**config.mk**
```make
export PLATFORM = sky130hd
export DESIGN_NAME = fuzzy_alpha_cut_dilation_top
export DESIGN_NICKNAME = d
export VERILOG_FILES = /design/src/hdl/facd_pkg.sv /design/src/hdl/facd_ram.sv /design/src/hdl/facd_iter.sv /design/src/hdl/fuzzy_alpha_cut_dilation_top.sv
export SDC_FILE = /design/constraint.sdc
export NUM_CORES = 2
export LEC_CHECK = 0
export ABC_AREA = 1
export BUFFER_PORTS_ARGS = -buffer_cell sky130_fd_sc_hd__buf_2
export CAP_MARGIN = 20
export CORE_MARGIN = 2
export CORE_UTILIZATION = 35
export CTS_BUF_LIST = sky130_fd_sc_hd__clkbuf_16
export CTS_CLUSTER_DIAMETER = 80
export DETAILED_ROUTE_END_ITERATION = 10
export MAX_ROUTING_LAYER = met4
export PLACE_DENSITY_LB_ADDON = 0.05
export SETUP_SLACK_MARGIN = 0.02
export SLEW_MARGIN = 20
export SYNTH_ARGS = -nofsm -noshare
export SYNTH_HDL_FRONTEND = slang
export SYNTH_SLANG_ARGS = --single-unit
```
**constraint.sdc**
```tcl
create_clock -name clk -period 11.1 [get_ports clk]
set_input_delay 1.11 -clock clk [delete_from_list [all_inputs] [get_ports clk]]
set_output_delay 1.11 -clock clk [all_outputs]
set_load 0.005 [all_outputs]
```
**src/hdl/facd_pkg.sv**
```systemverilog
// Shared types and constants for the fuzzy alpha-cut dilation block.
`default_nettype none
package facd_pkg;

	localparam int ALU_W      = 50;  // datapath width of the iterative unit
	localparam int STEP_W     = 6;   // iteration counter width
	localparam int MUL_STEPS  = 17;  // multiplier bits, |g - ma| <= 65536
	localparam int DIV_STEPS  = 50;  // one quotient bit per step
	localparam int SQRT_STEPS = 17;  // result bits of the square root
	localparam int MEM_W      = 17;  // Q1.16 membership width
	localparam int BND_W      = 32;  // Q16.16 bound width
	localparam logic [MEM_W-1:0] ONE_Q16 = 17'd65536;

	typedef enum logic [1:0] {
		OP_MUL,
		OP_DIV,
		OP_SQRT
	} facd_op_t;

	// Request into the shared iterative unit.
	typedef struct packed {
		logic             start;
		facd_op_t         op;
		logic [ALU_W-1:0] a;
		logic [ALU_W-1:0] b;
	} facd_req_t;

endpackage
`default_nettype wire

```
**src/hdl/facd_ram.sv**
```systemverilog
// Generic single-write, single-read RAM with registered read data.
`default_nettype none
module facd_ram #(
	parameter int WIDTH = 32,
	parameter int DEPTH = 17
) (
	input  wire logic                     clk,
	input  wire logic                     we,
	input  wire logic [$clog2(DEPTH)-1:0] waddr,
	input  wire logic [WIDTH-1:0]         wdata,
	input  wire logic [$clog2(DEPTH)-1:0] raddr,
	output logic      [WIDTH-1:0]         rdata
);

	logic [WIDTH-1:0] mem_q [DEPTH];

	always_ff @(posedge clk) begin
		if (we) begin
			mem_q[waddr] <= wdata;
		end
		rdata <= mem_q[raddr];
	end

endmodule
`default_nettype wire

```
**src/hdl/facd_iter.sv**
```systemverilog
// Shared iterative unit: shift-add multiply, restoring divide, integer square root.
`default_nettype none
module facd_iter
	import facd_pkg::*;
(
	input  wire logic             clk,
	input  wire logic             arst_n,
	input  wire facd_req_t        req,
	output logic                  done,
	output logic      [ALU_W-1:0] result
);

	facd_op_t          op_q;
	logic              busy_q;
	logic              done_q;
	logic [STEP_W-1:0] cnt_q;
	logic [ALU_W-1:0]  acc_q, x_q, y_q;
	logic [ALU_W-1:0]  acc_d, x_d, y_d;
	logic [ALU_W-1:0]  r2, t;

	always_comb begin
		acc_d = acc_q;
		x_d   = x_q;
		y_d   = y_q;
		r2    = {acc_q[ALU_W-2:0], x_q[ALU_W-1]};
		t     = x_q + y_q;
		unique case (op_q)
			OP_MUL: begin
				acc_d = y_q[0] ? acc_q + x_q : acc_q;
				x_d   = {x_q[ALU_W-2:0], 1'b0};
				y_d   = {1'b0, y_q[ALU_W-1:1]};
			end
			OP_DIV: begin
				// shift in next dividend bit, subtract if it fits
				if (r2 >= y_q) begin
					acc_d = r2 - y_q;
					x_d   = {x_q[ALU_W-2:0], 1'b1};
				end else begin
					acc_d = r2;
					x_d   = {x_q[ALU_W-2:0], 1'b0};
				end
			end
			OP_SQRT: begin
				if (acc_q >= t) begin
					acc_d = acc_q - t;
					x_d   = {1'b0, x_q[ALU_W-1:1]} + y_q;
				end else begin
					x_d   = {1'b0, x_q[ALU_W-1:1]};
				end
				y_d = {2'b00, y_q[ALU_W-1:2]};
			end
			default: begin
				acc_d = acc_q;
			end
		endcase
	end

	always_ff @(posedge clk or negedge arst_n) begin
		if (!arst_n) begin
			busy_q <= 1'b0;
			done_q <= 1'b0;
			cnt_q  <= '0;
			op_q   <= OP_MUL;
		end else begin
			done_q <= busy_q && !req.start && (cnt_q == STEP_W'(1));
			if (req.start) begin
				busy_q <= 1'b1;
				op_q   <= req.op;
				unique case (req.op)
					OP_MUL:  cnt_q <= STEP_W'(MUL_STEPS);
					OP_DIV:  cnt_q <= STEP_W'(DIV_STEPS);
					default: cnt_q <= STEP_W'(SQRT_STEPS);
				endcase
			end else if (busy_q) begin
				cnt_q <= cnt_q - STEP_W'(1);
				if (cnt_q == STEP_W'(1)) begin
					busy_q <= 1'b0;
				end
			end
		end
	end

	always_ff @(posedge clk) begin
		if (req.start) begin
			if (req.op == OP_SQRT) begin
				acc_q <= req.a;
				x_q   <= '0;
				y_q   <= ALU_W'(64'h1_0000_0000);
			end else begin
				acc_q <= '0;
				x_q   <= req.a;
				y_q   <= req.b;
			end
		end else if (busy_q) begin
			acc_q <= acc_d;
			x_q   <= x_d;
			y_q   <= y_d;
		end
	end

	assign done   = done_q;
	assign result = (op_q == OP_MUL) ? acc_q : x_q;

endmodule
`default_nettype wire

```
**src/hdl/fuzzy_alpha_cut_dilation_top.sv**
```systemverilog
// Top level: level loading, root pass and grid resampling of a fuzzy number.
//
//  channel | direction | handshake          | payload
//  s_*     | in        | s_tvalid/s_tready  | s_tdata levels, s_tlast = final level
//  m_*     | out       | m_tvalid/m_tready  | m_tdata resampled level, m_tuser, m_tlast
//
// Loading takes one level per cycle; s_tready is high only while loading.
// After the final level each stored membership goes through the shared unit
// for its square root, then each of the LEVELS grid points costs a search of
// the stored roots plus, unless the bracketing pair is degenerate, two
// multiplies and two divides, one of each per bound.
// The output register holds a result until taken; reset is asynchronous.
`default_nettype none
module fuzzy_alpha_cut_dilation_top
	import facd_pkg::*;
#(
	parameter int LEVELS = 17
) (
	input  wire logic        clk,
	input  wire logic        arst_n,
	input  wire logic        s_tvalid,
	output logic             s_tready,
	input  wire logic [87:0] s_tdata,  // membership[16:0], left_bound[48:17], right_bound[80:49]
	input  wire logic        s_tlast,  // last_level
	output logic             m_tvalid,
	input  wire logic        m_tready,
	output logic      [87:0] m_tdata,  // grid_membership[16:0], new_left[48:17], new_right[80:49]
	output logic             m_tuser,  // degenerate
	output logic             m_tlast   // last_result
);

	localparam int AW    = $clog2(LEVELS);
	localparam int CW    = $clog2(LEVELS + 1);
	localparam int RW    = AW + 1;
	localparam int DIVR  = LEVELS - 1;
	localparam int GSTEP = 65536 / DIVR;
	localparam int GREM  = 65536 % DIVR;

	typedef enum logic [3:0] {
		S_LOAD, S_RT_RD, S_RT_CAP, S_RT_RUN, S_SR, S_SR_CMP,
		S_FA, S_FB, S_FC, S_PREP, S_MUL, S_DIV, S_EMIT
	} state_t;

	state_t            state_q;
	logic [CW-1:0]     cnt_q, n_q, k_q;
	logic [AW-1:0]     j_q, i_q;
	logic [MEM_W-1:0]  g_q, ma_q, mb_q;
	logic [RW-1:0]     r_q;
	logic [BND_W-1:0]  la_q, lb_q, ra_q, rb_q, res_l_q, res_r_q;
	logic              side_q, deg_q;
	logic              m_tvalid_q, m_tuser_q, m_tlast_q;
	logic [87:0]       m_tdata_q;

	facd_req_t         req;
	logic              it_done;
	logic [ALU_W-1:0]  it_res;

	logic              we, single, out_load, last_pt;
	logic [AW-1:0]     waddr, raddr, ja, jb;
	logic [MEM_W-1:0]  root_wdata, root_rdata, m_sat;
	logic [BND_W-1:0]  left_rdata, right_rdata, va, vb;
	logic signed [32:0] dv;
	logic signed [17:0] dg, dm;
	logic [32:0]       dv_abs;
	logic [17:0]       dg_abs, dm_abs;
	logic              neg;
	logic signed [50:0] sum;
	logic [BND_W-1:0]  sat;
	logic [RW-1:0]     rsum;

	assign m_sat  = (s_tdata[16:0] > ONE_Q16) ? ONE_Q16 : s_tdata[16:0];
	assign single = n_q < CW'(2);
	assign ja     = single ? '0 : j_q - AW'(1);
	assign jb     = single ? '0 : j_q;

	always_comb begin
		we         = 1'b0;
		waddr      = cnt_q[AW-1:0];
		root_wdata = m_sat;
		if (state_q == S_LOAD) begin
			we = s_tvalid && (cnt_q < CW'(LEVELS));
		end else if (state_q == S_RT_RUN) begin
			we         = it_done;
			waddr      = k_q[AW-1:0];
			root_wdata = it_res[MEM_W-1:0];
		end
		unique case (state_q)
			S_RT_RD:  raddr = k_q[AW-1:0];
			S_SR:     raddr = j_q;
			S_FA:     raddr = ja;
			default:  raddr = jb;
		endcase
	end

	facd_ram #(.WIDTH(MEM_W), .DEPTH(LEVELS)) u_root (
		.clk(clk), .we(we), .waddr(waddr), .wdata(root_wdata),
		.raddr(raddr), .rdata(root_rdata)
	);
	facd_ram #(.WIDTH(BND_W), .DEPTH(LEVELS)) u_left (
		.clk(clk), .we(we && state_q == S_LOAD), .waddr(waddr), .wdata(s_tdata[48:17]),
		.raddr(raddr), .rdata(left_rdata)
	);
	facd_ram #(.WIDTH(BND_W), .DEPTH(LEVELS)) u_right (
		.clk(clk), .we(we && state_q == S_LOAD), .waddr(waddr), .wdata(s_tdata[80:49]),
		.raddr(raddr), .rdata(right_rdata)
	);

	facd_iter u_iter (
		.clk(clk), .arst_n(arst_n), .req(req), .done(it_done), .result(it_res)
	);

	// interpolation operands for the current side
	assign va     = side_q ? ra_q : la_q;
	assign vb     = side_q ? rb_q : lb_q;
	assign dv     = {vb[31], vb} - {va[31], va};
	assign dg     = $signed({1'b0, g_q}) - $signed({1'b0, ma_q});
	assign dm     = $signed({1'b0, mb_q}) - $signed({1'b0, ma_q});
	assign dv_abs = dv[32] ? 33'(-dv) : 33'(dv);
	assign dg_abs = dg[17] ? 18'(-dg) : 18'(dg);
	assign dm_abs = dm[17] ? 18'(-dm) : 18'(dm);
	assign neg    = dv[32] ^ dg[17] ^ dm[17];
	assign sum    = 51'(signed'(va)) + (neg ? -$signed({1'b0, it_res}) : $signed({1'b0, it_res}));
	assign sat    = (sum > 51'sd2147483647)  ? 32'h7FFF_FFFF :
	                (sum < -51'sd2147483648) ? 32'h8000_0000 : sum[31:0];
	assign rsum   = r_q + RW'(GREM);
	assign last_pt = (i_q == AW'(LEVELS - 1));
	assign out_load = (state_q == S_EMIT) && (!m_tvalid_q || m_tready);

	always_comb begin
		req = '{start: 1'b0, op: OP_MUL, a: '0, b: '0};
		unique case (state_q)
			S_RT_CAP: begin
				req.start = 1'b1;
				req.op    = OP_SQRT;
				req.a     = ALU_W'({root_rdata, 16'b0});
			end
			S_PREP: begin
				req.start = (ma_q != mb_q) && !single;
				req.op    = OP_MUL;
				req.a     = ALU_W'(dv_abs);
				req.b     = ALU_W'(dg_abs);
			end
			S_MUL: begin
				req.start = it_done;
				req.op    = OP_DIV;
				req.a     = it_res;
				req.b     = ALU_W'(dm_abs);
			end
			default: req.start = 1'b0;
		endcase
	end

	always_ff @(posedge clk or negedge arst_n) begin
		if (!arst_n) begin
			state_q    <= S_LOAD;
			cnt_q      <= '0;
			n_q        <= '0;
			k_q        <= '0;
			j_q        <= '0;
			i_q        <= '0;
			g_q        <= '0;
			r_q        <= '0;
			side_q     <= 1'b0;
			m_tvalid_q <= 1'b0;
		end else begin
			if (m_tvalid_q && m_tready && !out_load) begin
				m_tvalid_q <= 1'b0;
			end
			unique case (state_q)
				S_LOAD: begin
					if (s_tvalid) begin
						if (cnt_q < CW'(LEVELS)) begin
							cnt_q <= cnt_q + CW'(1);
						end
						if (s_tlast) begin
							n_q     <= (cnt_q < CW'(LEVELS)) ? cnt_q + CW'(1) : cnt_q;
							k_q     <= '0;
							state_q <= S_RT_RD;
						end
					end
				end
				S_RT_RD:  state_q <= S_RT_CAP;
				S_RT_CAP: state_q <= S_RT_RUN;
				S_RT_RUN: begin
					if (it_done) begin
						k_q <= k_q + CW'(1);
						if (k_q + CW'(1) == n_q) begin
							i_q     <= '0;
							g_q     <= '0;
							r_q     <= '0;
							j_q     <= AW'(1);
							state_q <= S_SR;
						end else begin
							state_q <= S_RT_RD;
						end
					end
				end
				S_SR: begin
					if (single || (CW'(j_q) >= n_q - CW'(1))) begin
						state_q <= S_FA;
					end else begin
						state_q <= S_SR_CMP;
					end
				end
				S_SR_CMP: begin
					if (root_rdata > g_q) begin
						state_q <= S_FA;
					end else begin
						j_q     <= j_q + AW'(1);
						state_q <= S_SR;
					end
				end
				S_FA: state_q <= S_FB;
				S_FB: state_q <= S_FC;
				S_FC: begin
					side_q  <= 1'b0;
					state_q <= S_PREP;
				end
				S_PREP: begin
					state_q <= (single || ma_q == mb_q) ? S_EMIT : S_MUL;
				end
				S_MUL: begin
					if (it_done) begin
						state_q <= S_DIV;
					end
				end
				S_DIV: begin
					if (it_done) begin
						if (!side_q) begin
							side_q  <= 1'b1;
							state_q <= S_PREP;
						end else begin
							state_q <= S_EMIT;
						end
					end
				end
				S_EMIT: begin
					if (out_load) begin
						m_tvalid_q <= 1'b1;
						if (last_pt) begin
							cnt_q   <= '0;
							state_q <= S_LOAD;
						end else begin
							i_q <= i_q + AW'(1);
							j_q <= AW'(1);
							// advance grid value by 65536/(LEVELS-1) with remainder carry
							if (rsum >= RW'(DIVR)) begin
								r_q <= rsum - RW'(DIVR);
								g_q <= g_q + MEM_W'(GSTEP + 1);
							end else begin
								r_q <= rsum;
								g_q <= g_q + MEM_W'(GSTEP);
							end
							state_q <= S_SR;
						end
					end
				end
				default: state_q <= S_LOAD;
			endcase
		end
	end

	always_ff @(posedge clk) begin
		if (state_q == S_FB) begin
			ma_q <= root_rdata;
			la_q <= left_rdata;
			ra_q <= right_rdata;
		end
		if (state_q == S_FC) begin
			mb_q <= root_rdata;
			lb_q <= left_rdata;
			rb_q <= right_rdata;
		end
		if (state_q == S_PREP && (single || ma_q == mb_q)) begin
			res_l_q <= la_q;
			res_r_q <= ra_q;
			deg_q   <= 1'b1;
		end
		if (state_q == S_DIV && it_done) begin
			deg_q <= 1'b0;
			if (!side_q) begin
				res_l_q <= sat;
			end else begin
				res_r_q <= sat;
			end
		end
		if (out_load) begin
			m_tdata_q <= {7'b0, res_r_q, res_l_q, g_q};
			m_tuser_q <= deg_q;
			m_tlast_q <= last_pt;
		end
	end

	assign s_tready = (state_q == S_LOAD);
	assign m_tvalid = m_tvalid_q;
	assign m_tdata  = m_tdata_q;
	assign m_tuser  = m_tuser_q;
	assign m_tlast  = m_tlast_q;

	a_done_owned: assert property (@(posedge clk) disable iff (!arst_n)
		it_done |-> (state_q == S_RT_RUN || state_q == S_MUL || state_q == S_DIV))
		else $error("iterative unit finished with no consumer waiting");

	a_count_bound: assert property (@(posedge clk) disable iff (!arst_n)
		cnt_q <= CW'(LEVELS) && n_q <= CW'(LEVELS))
		else $error("level count beyond store depth");

	a_pair_loaded: assert property (@(posedge clk) disable iff (!arst_n)
		(state_q == S_FA) |-> (CW'(jb) < n_q))
		else $error("bracketing pair reads an unloaded level");

	a_final_reload: assert property (@(posedge clk) disable iff (!arst_n)
		(out_load && last_pt) |=> (state_q == S_LOAD && cnt_q == '0))
		else $error("block did not return to loading after final result");

endmodule
`default_nettype wire

```
==> impl_metrics.yaml <==
cts:
  ctsResizeCount: 0
  cts_buffers: 226
  cts_root_buf: "clkbuf_16"
  clockBufferDepth: 4
  cts_hold_buf: 0
  numClockSinks: 1961
  h-tree-depth: 4
  clk_latency_ns: 0.93
  post_cts_buffers: 0
  clk_pin_slew_ns: 0.06
  cts_tree: "done"
critical_path:
  cp_data_required_time_ns: 11.84
  crit_buf_inv: 9
  worstSetupStartpoint: "side_q"
  r2r_start: "side_q"
  end_kind: "register"
  startpoint_type: "register"
  cpPeakStageDelay_ns: 0.68
  cp_slowest_cell: "dfrtp_4"
  critPathArrivalTime_ns: 9.49
  critical_path.most_common_cell: "nand2_1"
  worstSetupPathType: "register to register"
  critPathTopFamily: "simple AND/OR/NAND/NOR gates"
  worst-path-max-fanout: 44
timing:
  rsz0062_at_grt: "no"
  fmax_mhz: 114
  setup_viol: 0
  slew_viol_final: 0
  setup_slack_ns: 2.35
  period_minus_slack_ns: 8.75
  period_share_pct: 78.8
  slew_headroom_pct: 16.4
  hold_violations: 0
  finalClockSkew_ns: 0.107
  setup_tns_ns: 0
  worstMarginPinSlew_ns: 1.25
pwr:
  p_switching_uw: 3200
  p_total_uw: 15400
  power_leakage_uw: 0.0459
  p_seq_share_pct: 52.0
  switching_share_pct: 20.8
  cellInternalPower_uw: 12200
  clkPwrFrac_pct: 47.4
  power_density_nw_per_um2: 130
  ir_drop_mv: 0.125
  pwr-share-comb_pct: 0.7
synth:
  ys_warn_count: 0
  synth_edf_count: 1755
  synthFlopType: "edfxtp_1"
  ys_ff_latch: 1961
  yosysSeqAreaShare_pct: 53.9
  synth.distinct_cells: 68
  synth.cell_area_um2: 106000
  synthCells: 11440
  synth-async-reset-ratio_pct: 3.06
  avgSynthCellArea_um2: 9.27
die:
  rows: 202
  core_um2: 302000
  design.die.area_um2: 307000
  die_w_um: 554
  initial_core_util_pct: 35.1
  num_io_pins: 185
  die_h_um: 554
detailed_routing:
  antenna_left: 0
  wl_per_cell_um: 26.0
  wirelength_um: 409000
  vias: 84635
  drc: 0
  detail_route.iter0.violations: 7747
  via_per_inst: 5.37
  first_pass_iters: 7
global_route:
  first_global_vias: 81909
  grt_pass1_wl_um: 583000
  gr-total-overflow: 0
  grt_antenna_before_repair: 49
  groute.usage.overall_pct: 26.7
  grt_max_degree: 188
placement:
  gp_congestion: 0.972
  placedCellCount: 15309
  io_buffer_count: 170
  pre_cts_slack_ns: 2.36
  place_area_um2: 112000
  dpl.hpwl_um: 288000
final_layout:
  fin_area_um2: 119000
  layout-drive-gt1-share_pct: 9.33
  synthToLayoutAreaGrowth_pct: 12.2
  n_fill_cell: 30089
  finalNonFillerCells: 15759
  fin_nets: 12017
run:
  cap_viol_max_count: 0
worst_hold_path:
  holdCritPathClass: "register to register"
  holdCritStartpoint: "u_right.rdata[17]"
status:
  status: "completed"
-- path summary, 6_finish.rpt --
check                                  end  slack [ns]  depth (start not counted)
worst max-delay path            res_l_q[8]        2.35                         42
worst min-delay path              rb_q[17]        0.37                          0
worst max register to register  res_l_q[8]        2.35                         42
worst min register to register    rb_q[17]        0.37                          0
max in group asynchronous           side_q        9.83                          2
min in group asynchronous           g_q[6]        0.38                          2
-- worst reg2reg max path: cells and delay by family (launching register included) --
kind                     cells  cell delay [ns]
buffers and inverters        9             2.03
AO/OA/AOI/OAI                6             1.45
XOR/XNOR                     1             0.18
adder cells (fa/ha/maj)      2             0.82
flip-flops                   1             0.68
AND/OR/NAND/NOR             24             3.51
-- sequential cells by signal, summed over array words and instances, names as in the netlist, 32 cells and up --
name	count
u_left.rdata	32
m_tdata	81
res_l_q	32
u_iter.acc_q	50
rb_q	32
u_iter.x_q	50
u_iter.y_q	33
u_right.mem_q	544
ra_q	32
u_left.mem_q	544
u_root.mem_q	289
res_r_q	32
la_q	32
lb_q	32
u_right.rdata	32
-- synth_stat cells, drive strengths merged (168+ instances only) --
cell type / number / area share (%)
buf: 168 / 0.83
o311ai: 328 / 2.7
ha: 356 / 4.2
a21oi: 543 / 2.6
nand3: 664 / 3.1
nand2: 2242 / 8.0
clkbuf: 281 / 1.0
o211ai: 403 / 2.9
xor2: 180 / 1.5
or2: 383 / 2.3
edfxtp: 1755 / 50
nor2: 1427 / 5.1
inv: 1153 / 4.1
o21ai: 558 / 2.7
-- power by group through the flow --
stage,logic (uW),registers [uW],clock network (uW)
2_1_floorplan,13.4,8160,0
3_3_place_gp,97.2,8160,0
3_5_place_dp,103,8160,0
4_1_cts,103,8010,7480
5_1_grt,113,8000,7750
6_report,102,8010,7300
-- layout by cell type (no fill, tap or decap), drive strengths merged, types with 14 or more instances in the layout --
cell type / instances
nand2: 2242
edfxtp: 1755
nor2: 1427
inv: 1214
nand3: 664
o21ai: 558
a21oi: 543
o211ai: 403
or2: 383
ha: 356
buf: 334
o311ai: 328
clkbuf: 228
xor2: 180
dfxtp: 146
nor3: 132
nand4: 112
clkinv: 105
o21a: 99
xnor2: 79
a31oi: 69
dfrtp: 60
o21bai: 45
o22ai: 43
a21o: 41
diode: 31
a21boi: 29
nor4: 28
bufinv: 20
nand3b: 19
o221ai: 18
o31ai: 14
-- kinds of logic (layout without fill, tap and decap cells) --
| kind of cell | after synthesis | count (layout) | synth area share (%) |
|---|---|---|---|
| and+or+nand+nor | 5026 | 5026 | 20.2 |
| AOI/OAI and AO/OA | 2221 | 2221 | 13.5 |
| DFF | 1961 | 1961 | 53.9 |
| buffers and inverters | 1606 | 1910 | 5.93 |
| adders and majority gates | 365 | 365 | 4.37 |
| xor gates and xnor gates | 259 | 259 | 2.14 |
| other | 1 | 38 | 0.00354 |
| muxes | 1 | 1 | 0.00944 |
-- metal layers --
layer	track usage, %	part of all wire, %	up-vias
met5	-	0	-
met1	34.5	44	41514
met2	44.2	48	2294
met3	2.95	4.8	524
li1	-	-	40303
met4	7.83	3.2	0
-- area by class of cell --
cell class                 instances  area, um^2  area share [%]
multi-input combinational       7879       43000            36.1
sequential                      1961       57100            48.0
inverter                        1157        4370            3.67
clock inverter                   191        1550            1.30
tap                             3978        4980            4.18
clock buffer                     228        5710            4.80
antenna                           31        77.6          0.0652
timing repair buffer             334        2180            1.83
-- per-stage QoR --
stage	hold WS [ns]	utilization (%)
floorplan	0.404	-
global placement	0.415	36.9
detailed placement	0.418	37.0
CTS	0.362	39.4
global route	0.371	39.4
finish	0.374	39.4
No activity file was read; power rests on OpenSTA's default activity.
